`src/design/cotab_pkg.sv`:
```
// Shared types and constants of the count-ordered self-organising table.
`default_nettype none

package cotab_pkg;

  localparam int unsigned KeyWidth      = 32;
  localparam int unsigned CapacityDef   = 16;
  localparam int unsigned CountWidthDef = 16;

  typedef enum logic [1:0] {
    ST_INSERTED  = 2'd0,
    ST_FOUND     = 2'd1,
    ST_NOT_FOUND = 2'd2,
    ST_FULL      = 2'd3
  } cotab_status_e;

  typedef enum logic {
    CMD_INSERT = 1'b0,
    CMD_SEARCH = 1'b1
  } cotab_cmd_e;

  typedef struct packed {
    logic load_new;
    logic shift;
  } cotab_cell_ctl_t;

endpackage

`default_nettype wire

```
`src/design/cotab_req_if.sv`:
```
// Request channel: command and key, valid/ready handshake.
`default_nettype none

interface cotab_req_if;
  import cotab_pkg::*;

  logic                        valid;
  logic                        ready;
  logic                        cmd;
  logic signed [KeyWidth-1:0]  key;

  modport source (output valid, output cmd, output key, input ready);
  modport sink   (input valid, input cmd, input key, output ready);
endinterface

`default_nettype wire

```
`src/design/cotab_rsp_if.sv`:
```
// Response channel: status, valid/ready handshake.
`default_nettype none

interface cotab_rsp_if;
  logic       valid;
  logic       ready;
  logic [1:0] status;

  modport source (output valid, output status, input ready);
  modport sink   (input valid, input status, output ready);
endinterface

`default_nettype wire

```
`src/design/cotab_cell.sv`:
```
// One table cell: holds a key and its count, compares, shifts from its neighbour.
`default_nettype none

module cotab_cell
  import cotab_pkg::*;
#(
  parameter int unsigned COUNT_WIDTH = CountWidthDef
) (
  input  wire logic                          clk_i,
  input  wire cotab_cell_ctl_t               ctl_i,
  input  wire logic [KeyWidth-1:0]           new_key_i,
  input  wire logic [COUNT_WIDTH-1:0]        new_cnt_i,
  input  wire logic [KeyWidth-1:0]           prev_key_i,
  input  wire logic [COUNT_WIDTH-1:0]        prev_cnt_i,
  input  wire logic [KeyWidth-1:0]           cmp_key_i,
  input  wire logic [COUNT_WIDTH-1:0]        cmp_cnt_i,
  output logic [KeyWidth-1:0]                key_o,
  output logic [COUNT_WIDTH-1:0]             cnt_o,
  output logic                               match_o,
  output logic                               le_o
);

  logic [KeyWidth-1:0]    key_q;
  logic [COUNT_WIDTH-1:0] cnt_q;

  always_ff @(posedge clk_i) begin
    if (ctl_i.load_new) begin
      key_q <= new_key_i;
      cnt_q <= new_cnt_i;
    end else if (ctl_i.shift) begin
      key_q <= prev_key_i;
      cnt_q <= prev_cnt_i;
    end
  end

  assign key_o   = key_q;
  assign cnt_o   = cnt_q;
  assign match_o = (key_q == cmp_key_i);
  assign le_o    = (cnt_q <= cmp_cnt_i);

endmodule

`default_nettype wire

```
`src/design/count_ordered_self_organizing_table_unit.sv`:
```
// Top level of the count-ordered self-organising table: cell chain and sequencer.
//
// Usage: req_i carries one beat per operation (cmd, key); rsp_o returns exactly
// one beat per request with a status (inserted, found, not found, table full).
// An insert appends the key with count zero at the tail. A search looks for the
// first matching entry from the front, bumps its saturating count and moves it
// in front of the first entry whose count is not greater, the rest shifting back.
// Sequence: request accepted, a compare state over all cells (insert writes
// here), a move state for a found search, then the response register loads.
// One request is processed at a time: a new request is taken only once the
// previous one has loaded its response and the sequencer is idle again; the
// single cell chain does both the compare and the move.
// Reset clears the fill count and the control state; the cell contents are not
// cleared, and only cells below the fill count are ever consulted.
// A stalled receiver holds the response; one further request is still taken and
// processed, then waits in the response state until the held beat is taken, and
// no request beyond it is accepted meanwhile.
`default_nettype none

module count_ordered_self_organizing_table_unit
  import cotab_pkg::*;
#(
  parameter int unsigned CAPACITY    = CapacityDef,
  parameter int unsigned COUNT_WIDTH = CountWidthDef
) (
  input  wire logic  clk_i,
  input  wire logic  rst_ni,
  cotab_req_if.sink  req_i,
  cotab_rsp_if.source rsp_o
);

  localparam int unsigned UsedWidth = $clog2(CAPACITY + 1);

  typedef enum logic [1:0] {
    S_IDLE,
    S_CMP,
    S_MOVE,
    S_RESP
  } state_e;

  state_e                  state_q;
  logic                    cmd_q;
  logic [KeyWidth-1:0]     key_q;
  logic [UsedWidth-1:0]    used_q;
  logic [CAPACITY-1:0]     hit_q;
  logic [CAPACITY-1:0]     pre_q;
  logic [COUNT_WIDTH-1:0]  cnt_new_q;
  cotab_status_e           st_q;
  logic                    rsp_valid_q;
  cotab_status_e           rsp_status_q;

  logic [KeyWidth-1:0]     cell_key  [CAPACITY];
  logic [COUNT_WIDTH-1:0]  cell_cnt  [CAPACITY];
  logic [CAPACITY-1:0]     cell_match;
  logic [CAPACITY-1:0]     cell_le;
  logic [CAPACITY-1:0]     cell_vld;
  cotab_cell_ctl_t         cell_ctl  [CAPACITY];

  logic [CAPACITY-1:0]     match_vec;
  logic [CAPACITY-1:0]     hit_d;
  logic [CAPACITY-1:0]     pre_d;
  logic [COUNT_WIDTH-1:0]  cnt_sel;
  logic [COUNT_WIDTH-1:0]  cnt_new_d;
  logic [CAPACITY-1:0]     le_vec;
  logic [CAPACITY-1:0]     dst_vec;
  logic [CAPACITY-1:0]     after_dst;
  logic [COUNT_WIDTH-1:0]  new_cnt;
  logic                    full;
  logic                    rsp_free;

  assign full     = (used_q == UsedWidth'(CAPACITY));
  assign rsp_free = !rsp_valid_q || rsp_o.ready;

  for (genvar i = 0; i < CAPACITY; i++) begin : g_vld
    assign cell_vld[i] = (UsedWidth'(i) < used_q);
  end

  // Compare stage: first hit from the front and the cells in front of it.
  assign match_vec = cell_match & cell_vld;
  assign hit_d     = match_vec & (~match_vec + CAPACITY'(1));
  assign pre_d     = ~match_vec & (match_vec - CAPACITY'(1));

  always_comb begin
    cnt_sel = '0;
    for (int i = 0; i < CAPACITY; i++) begin
      cnt_sel = cnt_sel | (cell_cnt[i] & {COUNT_WIDTH{hit_d[i]}});
    end
  end

  assign cnt_new_d = (cnt_sel == {COUNT_WIDTH{1'b1}}) ? cnt_sel
                                                      : cnt_sel + COUNT_WIDTH'(1);

  // Move stage: first cell in front of the hit whose count is not greater.
  assign le_vec    = cell_le & pre_q;
  assign dst_vec   = le_vec & (~le_vec + CAPACITY'(1));
  assign after_dst = ~(le_vec ^ (le_vec - CAPACITY'(1)));

  assign new_cnt = (state_q == S_CMP) ? '0 : cnt_new_q;

  always_comb begin
    for (int i = 0; i < CAPACITY; i++) begin
      cell_ctl[i] = '0;
      if (state_q == S_CMP && cmd_q == CMD_INSERT && !full) begin
        cell_ctl[i].load_new = (used_q == UsedWidth'(i));
      end else if (state_q == S_MOVE) begin
        cell_ctl[i].load_new = dst_vec[i] | (hit_q[i] & ~|le_vec);
        cell_ctl[i].shift    = after_dst[i] & (pre_q[i] | hit_q[i]);
      end
    end
  end

  for (genvar i = 0; i < CAPACITY; i++) begin : g_cell
    logic [KeyWidth-1:0]    prev_key;
    logic [COUNT_WIDTH-1:0] prev_cnt;

    if (i == 0) begin : g_head
      assign prev_key = '0;
      assign prev_cnt = '0;
    end else begin : g_body
      assign prev_key = cell_key[i-1];
      assign prev_cnt = cell_cnt[i-1];
    end

    cotab_cell #(
      .COUNT_WIDTH (COUNT_WIDTH)
    ) u_cell (
      .clk_i      (clk_i),
      .ctl_i      (cell_ctl[i]),
      .new_key_i  (key_q),
      .new_cnt_i  (new_cnt),
      .prev_key_i (prev_key),
      .prev_cnt_i (prev_cnt),
      .cmp_key_i  (key_q),
      .cmp_cnt_i  (cnt_new_q),
      .key_o      (cell_key[i]),
      .cnt_o      (cell_cnt[i]),
      .match_o    (cell_match[i]),
      .le_o       (cell_le[i])
    );
  end

  always_ff @(posedge clk_i or negedge rst_ni) begin
    if (!rst_ni) begin
      state_q      <= S_IDLE;
      used_q       <= '0;
      rsp_valid_q  <= 1'b0;
      rsp_status_q <= ST_INSERTED;
      st_q         <= ST_INSERTED;
    end else begin
      if (rsp_valid_q && rsp_o.ready && state_q != S_RESP) begin
        rsp_valid_q <= 1'b0;
      end
      unique case (state_q)
        S_IDLE: begin
          if (req_i.valid) begin
            state_q <= S_CMP;
          end
        end
        S_CMP: begin
          if (cmd_q == CMD_INSERT) begin
            if (full) begin
              st_q <= ST_FULL;
            end else begin
              st_q   <= ST_INSERTED;
              used_q <= used_q + UsedWidth'(1);
            end
            state_q <= S_RESP;
          end else if (|match_vec) begin
            state_q <= S_MOVE;
          end else begin
            st_q    <= ST_NOT_FOUND;
            state_q <= S_RESP;
          end
        end
        S_MOVE: begin
          st_q    <= ST_FOUND;
          state_q <= S_RESP;
        end
        S_RESP: begin
          if (rsp_free) begin
            rsp_valid_q  <= 1'b1;
            rsp_status_q <= st_q;
            state_q      <= S_IDLE;
          end
        end
        default: state_q <= S_IDLE;
      endcase
    end
  end

  always_ff @(posedge clk_i) begin
    if (state_q == S_IDLE && req_i.valid) begin
      cmd_q <= req_i.cmd;
      key_q <= req_i.key;
    end
    if (state_q == S_CMP) begin
      hit_q     <= hit_d;
      pre_q     <= pre_d;
      cnt_new_q <= cnt_new_d;
    end
  end

  assign req_i.ready  = (state_q == S_IDLE);
  assign rsp_o.valid  = rsp_valid_q;
  assign rsp_o.status = rsp_status_q;

endmodule

`default_nettype wire
```
`src/flat_wrapper.sv`:
```
// flat-port wrapper written by rule: the top's interface ports become plain ports
module count_ordered_self_organizing_table_unit_flat import cotab_pkg::*;
#(
  parameter int unsigned CAPACITY    = CapacityDef,
  parameter int unsigned COUNT_WIDTH = CountWidthDef
)
  (clk_i, rst_ni, req_i_valid, req_i_cmd, req_i_key, req_i_ready, rsp_o_valid, rsp_o_status, rsp_o_ready);
  cotab_req_if req_i_i ();
  cotab_rsp_if rsp_o_i ();
  input  wire logic clk_i;
  input  wire logic rst_ni;
  input wire logic [$bits(req_i_i.valid)-1:0] req_i_valid;
  input wire logic [$bits(req_i_i.cmd)-1:0] req_i_cmd;
  input wire logic [$bits(req_i_i.key)-1:0] req_i_key;
  output wire logic [$bits(req_i_i.ready)-1:0] req_i_ready;
  output wire logic [$bits(rsp_o_i.valid)-1:0] rsp_o_valid;
  output wire logic [$bits(rsp_o_i.status)-1:0] rsp_o_status;
  input wire logic [$bits(rsp_o_i.ready)-1:0] rsp_o_ready;
  assign req_i_i.valid = req_i_valid;
  assign req_i_i.cmd = req_i_cmd;
  assign req_i_i.key = req_i_key;
  assign req_i_ready = req_i_i.ready;
  assign rsp_o_valid = rsp_o_i.valid;
  assign rsp_o_status = rsp_o_i.status;
  assign rsp_o_i.ready = rsp_o_ready;
  count_ordered_self_organizing_table_unit #(.CAPACITY(CAPACITY), .COUNT_WIDTH(COUNT_WIDTH)) u_core (.clk_i(clk_i), .rst_ni(rst_ni), .req_i(req_i_i), .rsp_o(rsp_o_i));
endmodule
```
`config.mk`:
```
export PLATFORM = sky130hd
export DESIGN_NAME = count_ordered_self_organizing_table_unit_flat
export DESIGN_NICKNAME = d
export VERILOG_FILES = /design/src/design/cotab_pkg.sv /design/src/design/cotab_req_if.sv /design/src/design/cotab_rsp_if.sv /design/src/design/cotab_cell.sv /design/src/design/count_ordered_self_organizing_table_unit.sv /design/src/flat_wrapper.sv
export SDC_FILE = /design/constraint.sdc
export NUM_CORES = 2
export LEC_CHECK = 0
export ABC_AREA = 1
export BUFFER_PORTS_ARGS = -buffer_cell sky130_fd_sc_hd__buf_4
export CAP_MARGIN = 20
export CORE_UTILIZATION = 40
export DETAILED_ROUTE_END_ITERATION = 12
export GPL_TIMING_DRIVEN = 0
export SLEW_MARGIN = 20
export SYNTH_ARGS = -nofsm -noshare
export SYNTH_HDL_FRONTEND = slang
export SYNTH_SLANG_ARGS = --single-unit
export TNS_END_PERCENT = 10
```
`constraint.sdc`:
```
create_clock -name clk_i -period 15.4 [get_ports clk_i]
set_input_delay 4.62 -clock clk_i [delete_from_list [all_inputs] [get_ports clk_i]]
set_output_delay 4.62 -clock clk_i [all_outputs]
set_load 0.05 [all_outputs]
```
## Word-level counts from Yosys, hierarchy flattened

Cells that the tools add are included.

| storage, ports and cells | value |
|---|---|
| input bits | 37 |
| flip-flop bits (word level) | 861 |
| word-level logic and storage cells | 386 |

| cells by class | value |
|---|---|
| magnitude comparators | 32 |
| equality and inequality tests | 40 |
| $add $sub $neg | 6 |
| reduce and logical (&&, ||, !) cells | 34 |
| mux-type cells | 126 |
| bitwise logic cells | 106 |

Operator list:

| cell | count |
|---|---|
| 2-to-1 mux 32 bit | 32 |
| 2-to-1 mux 16 bit | 34 |
| equality test 32 bit | 16 |
| AND 16 bit | 21 |
| <= comparator 16 bit | 16 |
| OR 16 bit | 15 |
| adder 16 x 1 -> 16 bit (second input constant) | 3 |
| NOT 16 bit | 3 |
| 2-to-1 mux 2 bit | 22 |
| equality test 5 x 4 -> 1 bit (second input constant) | 8 |
| less-than comparator 4 x 5 -> 1 bit (first input constant) | 8 |
| 2-to-1 mux 1 bit | 36 |
| nonzero test 2 bit | 17 |
| AND 1 bit | 32 |
| OR 1 bit | 32 |
| OR reduction 16 bit | 2 |
| subtractor 16 x 1 -> 16 bit (second input constant) | 2 |
| equality test 5 x 3 -> 1 bit (second input constant) | 4 |
| less-than comparator 3 x 5 -> 1 bit (first input constant) | 4 |
| equality test 16 bit (second input constant) | 1 |
| bitwise XOR 16 bit | 1 |
| equality test 5 x 2 -> 1 bit (second input constant) | 2 |
| less-than comparator 1 x 5 -> 1 bit (first input constant) | 2 |
| less-than comparator 2 x 5 -> 1 bit (first input constant) | 2 |
| 18 further kinds | 29 |

## Depth between registers and ports, before layout

| depth | value |
|---|---|
| word-level depth | 23 |
| mapped depth | 31 |

## Modules after synthesis

A second synthesis with hierarchy kept.

| unflattened totals | value |
|---|---|
| cells, all modules | 7588 |
| area, all modules | 56490.4 um^2 |

By module, submodules not included:

| module | area each (um^2) | cells each | times used |
|---|---|---|---|
| cotab_cell | 3045.4 | 404 | 16 |
| count_ordered_self_organizing_table_unit | 7763.7 | 1124 | 1 |

## Worst setup path after synthesis

No wires, ideal clock.

| path | value |
|---|---|
| path kind | input port to flip-flop |
| start | input port req_i_valid |
| end | register u_core.cmd_q, enable pin |
| stages | 2 |
| arrival time | 5.341 ns |
| path buffers | 0 |
| library setup time | 0.388 ns |
| data required time | 15.012 ns |
| path slack | 9.671 ns |
| cell sequence | nand2_1 -> inv_1 |

| on the way | value |
|---|---|
| word-level cells in the longest chain between the ends | 1 |

Ends and longest elaborated chain:

| item | line | source |
|---|---|---|
| start: declaration | flat_wrapper.sv:12 | `input wire logic [$bits(req_i_i.valid)-1:0] req_i_valid;` |
| logical AND 1 bit | count_ordered_self_organizing_table_unit.sv:192 | `if (state_q == S_IDLE && req_i.valid) begin` |
| end signal: assignment | count_ordered_self_organizing_table_unit.sv:193 | `cmd_q <= req_i.cmd;` |
| end: declaration | count_ordered_self_organizing_table_unit.sv:42 | `logic cmd_q;` |

Every way passes these cells.
A chain may end at the register's enable or synchronous reset.

## Worst setup path after layout

| path | value |
|---|---|
| start | register u_core.cnt_new_q[1] |
| end | register u_core.g_cell[8].u_cell.key_q[4], enable pin |

| on the way | value |
|---|---|
| word-level cells in the longest chain between the ends | 9 |
| elaborated cells on any way between the ends | 32 |
| those cells by class | add/sub: 2; order compare: 16; mux: 3; bitwise: 8; reduce/logical: 3 |

Ends and longest elaborated chain:

| item | line | source |
|---|---|---|
| start: declaration | count_ordered_self_organizing_table_unit.sv:47 | `logic [COUNT_WIDTH-1:0] cnt_new_q;` |
| start signal: assignment | count_ordered_self_organizing_table_unit.sv:199 | `cnt_new_q <= cnt_new_d;` |
| <= comparator 16 bit | cotab_cell.sv:39 | `assign le_o = (cnt_q <= cmp_cnt_i);` |
| AND 16 bit (*) | count_ordered_self_organizing_table_unit.sv:94 | `assign le_vec = cell_le & pre_q;` |
| subtractor 16 x 1 -> 16 bit, or another cell as far along | count_ordered_self_organizing_table_unit.sv:96 | `assign after_dst = ~(le_vec ^ (le_vec - CAPACITY'(1)));` |
| bitwise XOR 16 bit, or another cell as far along | count_ordered_self_organizing_table_unit.sv:96 |  |
| NOT 16 bit, or another cell as far along | count_ordered_self_organizing_table_unit.sv:96 |  |
| AND 1 bit / OR 1 bit (equally long branches) | count_ordered_self_organizing_table_unit.sv:107, count_ordered_self_organizing_table_unit.sv:106 |  |
| 2-to-1 mux 2 bit (*) | count_ordered_self_organizing_table_unit.sv:105 | `end else if (state_q == S_MOVE) begin` |
| 2-to-1 mux 1 bit | count_ordered_self_organizing_table_unit.sv:103 | `if (state_q == S_CMP && cmd_q == CMD_INSERT && !full) begin` |
| nonzero test 2 bit (no line) (*) | -- |  |
| end signal: assignment | cotab_cell.sv:28 | `key_q <= new_key_i;` |
| end signal: assignment | cotab_cell.sv:31 | `key_q <= prev_key_i;` |
| end: declaration | cotab_cell.sv:23 | `logic [KeyWidth-1:0] key_q;` |

Mark *: on every way between the ends. The rest lies on a longest branch, timed or not.

==> summary.txt <==
====================================================================================
Status                                                                     completed
Remaining design rule violation count                                              0
Dominant synthesized flop cell                                              edfxtp_1
Clk_lat worst skew                                                           0.74 ns
Part of the cycle the worst path needs                                         42.2%
Initial drt markers                                                             5189
Die Y-Extent                                                                  370 um
Post-synthesis instance total                                                   6549
XOR/XNOR share of the synthesized area                                         4.09%
Pwr Density                                                               201 nW/um2
Most common library cell in the layout ignoring fill and taps                nand2_1
Synthesized-area fraction occupied by adder cells                              6.20%
Wire length of the first global-routing pass                               310000 um
Kind of end point of the critical path                                      register
Worst path slowest cell                                                        inv_1
Startpoint types                                                            register
Netlist area before placement                                              54100 um2
Async set-or-reset flop fraction in the synthesized netlist                    1.39%
CTS tree                                                                       built
Type of the worst setup path                                            register to register
Setup violation total in the final timing report                                   0
Number of buffers inserted for hold repair after clock tree synthesis              0
Area of the die                                                           137000 um2
Peak VDD IR                                                                 0.116 mV
Clock transition at path regs                                                0.06 ns
CP Data Arrival Time                                                         6.75 ns
Via count                                                                      47700
Dominant combinational cell family by area after synthesis              simple AND/OR/NAND/NOR gates
Setup repair after global routing missed its margin                               no
Number of placement rows                                                         134
Critical path buffer and inverter count                                            5
Number of nets in the finished design                                           7027
Number of antenna violations at the first check in global routing                  5
Kind of cell with the highest combined delay on the critical path       buffers and inverters
Worst min-delay path category                                           register to register
HPWL Detailed                                                              182000 um
TritonCTS Buffers                                                                103
Global route overflow                                                              0
Drt pass-1 iters                                                                   8
Data required time at the worst endpoint                                    15.65 ns
Setup TNS                                                                       0 ns
Mean post-synth cell area                                                   8.26 um2
Commonest cells after routing, fill and taps aside                      2267 x nand2_1, 849 x edfxtp_1, 757 x nand3_1, 449 x nor2_1, 408 x inv_1
Post-Route Utilization                                                         45.2%
Number of endpoints with negative hold slack in the final report                   0
Compound-Gate Fraction of Synth Area                                           5.90%
Count of antenna-violating nets left after detailed routing                        0
Clock skew after layout                                                    0.0263 ns
Post-Syn Nets                                                                   6854
Synthesis-to-layout area growth                                                11.6%
Global-route usage over all layers                                             31.7%
Max Root-Sink Buffers                                                              3
Post-synth EDFFs                                                                 849
Cell repeated most along the worst path                                      nand2_1
Boundary Pins                                                                     41
Max Cap Viol                                                                       0
Placer Congestion                                                               1.03
Simple logic cell fraction of the synthesized area                             29.3%
Number of distinct library cells after synthesis                                  60
Sequence of cells on the critical path                                  inv_1 > ha_1 > a21oi_1 > o21a_1 > o221ai_1 > nand3_1 > nand3_1 > o21ai_0 > nand2_1 > nand2_1 > inv_1 > nand2_1 > nor2_1 > buf_2 > nand3_1 > nand2_1 > nand2_1 > clkbuf_1 > clkbuf_1 > nand3_4
Count of final max-slew check failures                                             0
Clock tree sinks                                                                 861
Worst rel slew slack                                                           27.5%
Area share of the largest cell type after synthesis                            47.1%
Measured slew at the worst slew-check pin                                    1.09 ns
Number of global-route vias before repair                                      44800
Die span in x                                                                 370 um
Ratio of cells with drive above 1 in the final layout                          7.13%
Count of yosys warnings during synthesis                                           0
Final critical path time including I/O delays and setup                      6.50 ns
Total wire length after detailed routing                                   219000 um
Largest net degree at the start of global routing                                 49
Buffer count from post-CTS setup fixing                                            0
Fmax                                                                         154 MHz
Mux share of post-synthesis cell area                                        0.0601%
Clock root cell                                                            clkbuf_16
Wire length per cell after detailed routing                                  25.6 um
Max FO, Critical Path                                                             48
Number of levels in the clock H-tree                                               3
Register bit total from synthesis                                                861
Routed via count divided by cell count                                          5.56
Yosys top cell by area                                                      edfxtp_1
Starting utilization of the core area                                          40.5%
Most area-consuming cells after synthesis                               edfxtp_1 47%, nand2_1 16%, nand3_1 7.1%
IO buf count                                                                      40
Core region area                                                          134000 um2
Quantity of gates resized following cts                                            0
Max incr delay on CP                                                         0.74 ns
Fraction of the yosys area taken by sequential cells                           47.7%
Static leakage power                                                         25.8 nW
====================================================================================
path summary, 6_finish.rpt:
check	startpoint	endpoint	slack, ns	cells past startpoint
max in group asynchronous	rst_ni	u_core.used_q[4]$_DFFE_PN0P_	11.49	1
max	u_core.cnt_new_q[1]$_DFFE_PP_	u_core.g_cell[8].u_cell.key_o[4]$_DFFE_PP_	8.90	20
min reg2reg	u_core.st_q[0]$_DFFE_PN0P_	u_core.st_q[0]$_DFFE_PN0P_	0.50	2
max reg2reg	u_core.cnt_new_q[1]$_DFFE_PP_	u_core.g_cell[8].u_cell.key_o[4]$_DFFE_PP_	8.90	20
min in group asynchronous	rst_ni	u_core.used_q[0]$_DFFE_PN0P_	3.73	1
min	u_core.st_q[0]$_DFFE_PN0P_	u_core.st_q[0]$_DFFE_PN0P_	0.50	2
flip-flops by register name (all words and copies together) (netlist names), 2 cells and up:
register                    flops
u_core.pre_q                   16
u_core.rsp_o.status             2
u_core.g_cell.u_cell.cnt_o    256
u_core.state_q                  2
u_core.st_q                     2
u_core.key_q                   32
u_core.used_q                   5
u_core.hit_q                   16
u_core.cnt_new_q               16
u_core.g_cell.u_cell.key_o    512
tightest hold or removal path, stage by stage, from the launching register on:
cell and delay (ns):
dfrtp_1 0.35, mux2i_1 0.07, inv_1 0.05
power by group:
part	switching, mW	leakage [nW]	internal [mW]	total, mW
Sequential	0.724	8.04	4.14	4.86
Combinational	3.28	16.1	1.50	4.78
Clock	1.06	1.64	1.46	2.52
Total	5.07	25.8	7.09	12.2
per-stage QoR:
stage | power, mW | cells | worst slack (ns) | hold WS, ns | area, um2
2_1_floorplan | 7.78 | 6549 | 9.67 | 0.449 | 54100
3_3_place_gp | 9.46 | 8357 | 7.52 | 0.480 | 56600
3_5_place_dp | 9.59 | 8385 | 9.16 | 0.488 | 57000
4_1_cts | 12.1 | 8575 | 8.99 | 0.506 | 60400
5_1_grt | 12.8 | 8575 | 8.77 | 0.543 | 60400
6_report | 12.2 | 8577 | 8.90 | 0.500 | 60400
cells by family (layout without fill, tap and decap cells):
kind of cell | Yosys count | count (layout)
AO/OA/AOI/OAI | 569 | 569
XOR/XNOR | 253 | 253
adder cells (fa/ha/maj) | 268 | 268
buffers and inverters | 841 | 1099
flip-flops | 861 | 861
multiplexers | 3 | 3
other | 0 | 2
AND/OR/NAND/NOR | 3754 | 3754
synthesized netlist by cell type, types with 7 or more instances:
cell / number
a21oi_1: 208
buf_1: 31
buf_2: 71
buf_4: 56
buf_6: 27
clkbuf_1: 208
dfrtp_1: 12
edfxtp_1: 849
ha_1: 268
inv_1: 409
inv_2: 35
nand2_1: 2268
nand2_2: 7
nand3_1: 768
nand3_2: 11
nand3b_1: 7
nand4_1: 135
nor2_1: 452
nor2_2: 13
nor2_4: 10
nor3_1: 52
o2111ai_1: 14
o211ai_1: 17
o21a_1: 15
o21ai_0: 207
o21ai_1: 23
o221ai_1: 20
o22ai_1: 34
xnor2_1: 179
xor2_1: 74
final cells by class:
class | count | area, um2
antenna | 2 | 5.00
buffer | 393 | 1980
clock buffer | 122 | 2730
clock inverter | 68 | 633
fill | 13300 | 73400
inverter | 448 | 1680
multi-input combinational | 4847 | 24800
sequential | 861 | 25800
tap | 1768 | 2210
timing repair buffer | 68 | 536
routing by layer:
metal	up-vias	GRT usage [%]	part of all wire [%]
li1	22400	-	-
met1	22700	40.9	41
met2	2151	52.4	47
met3	455	3.98	7.4
met4	0	15.6	5.4
met5	-	0	0
Note: power is estimated with default switching activity, not from simulation.
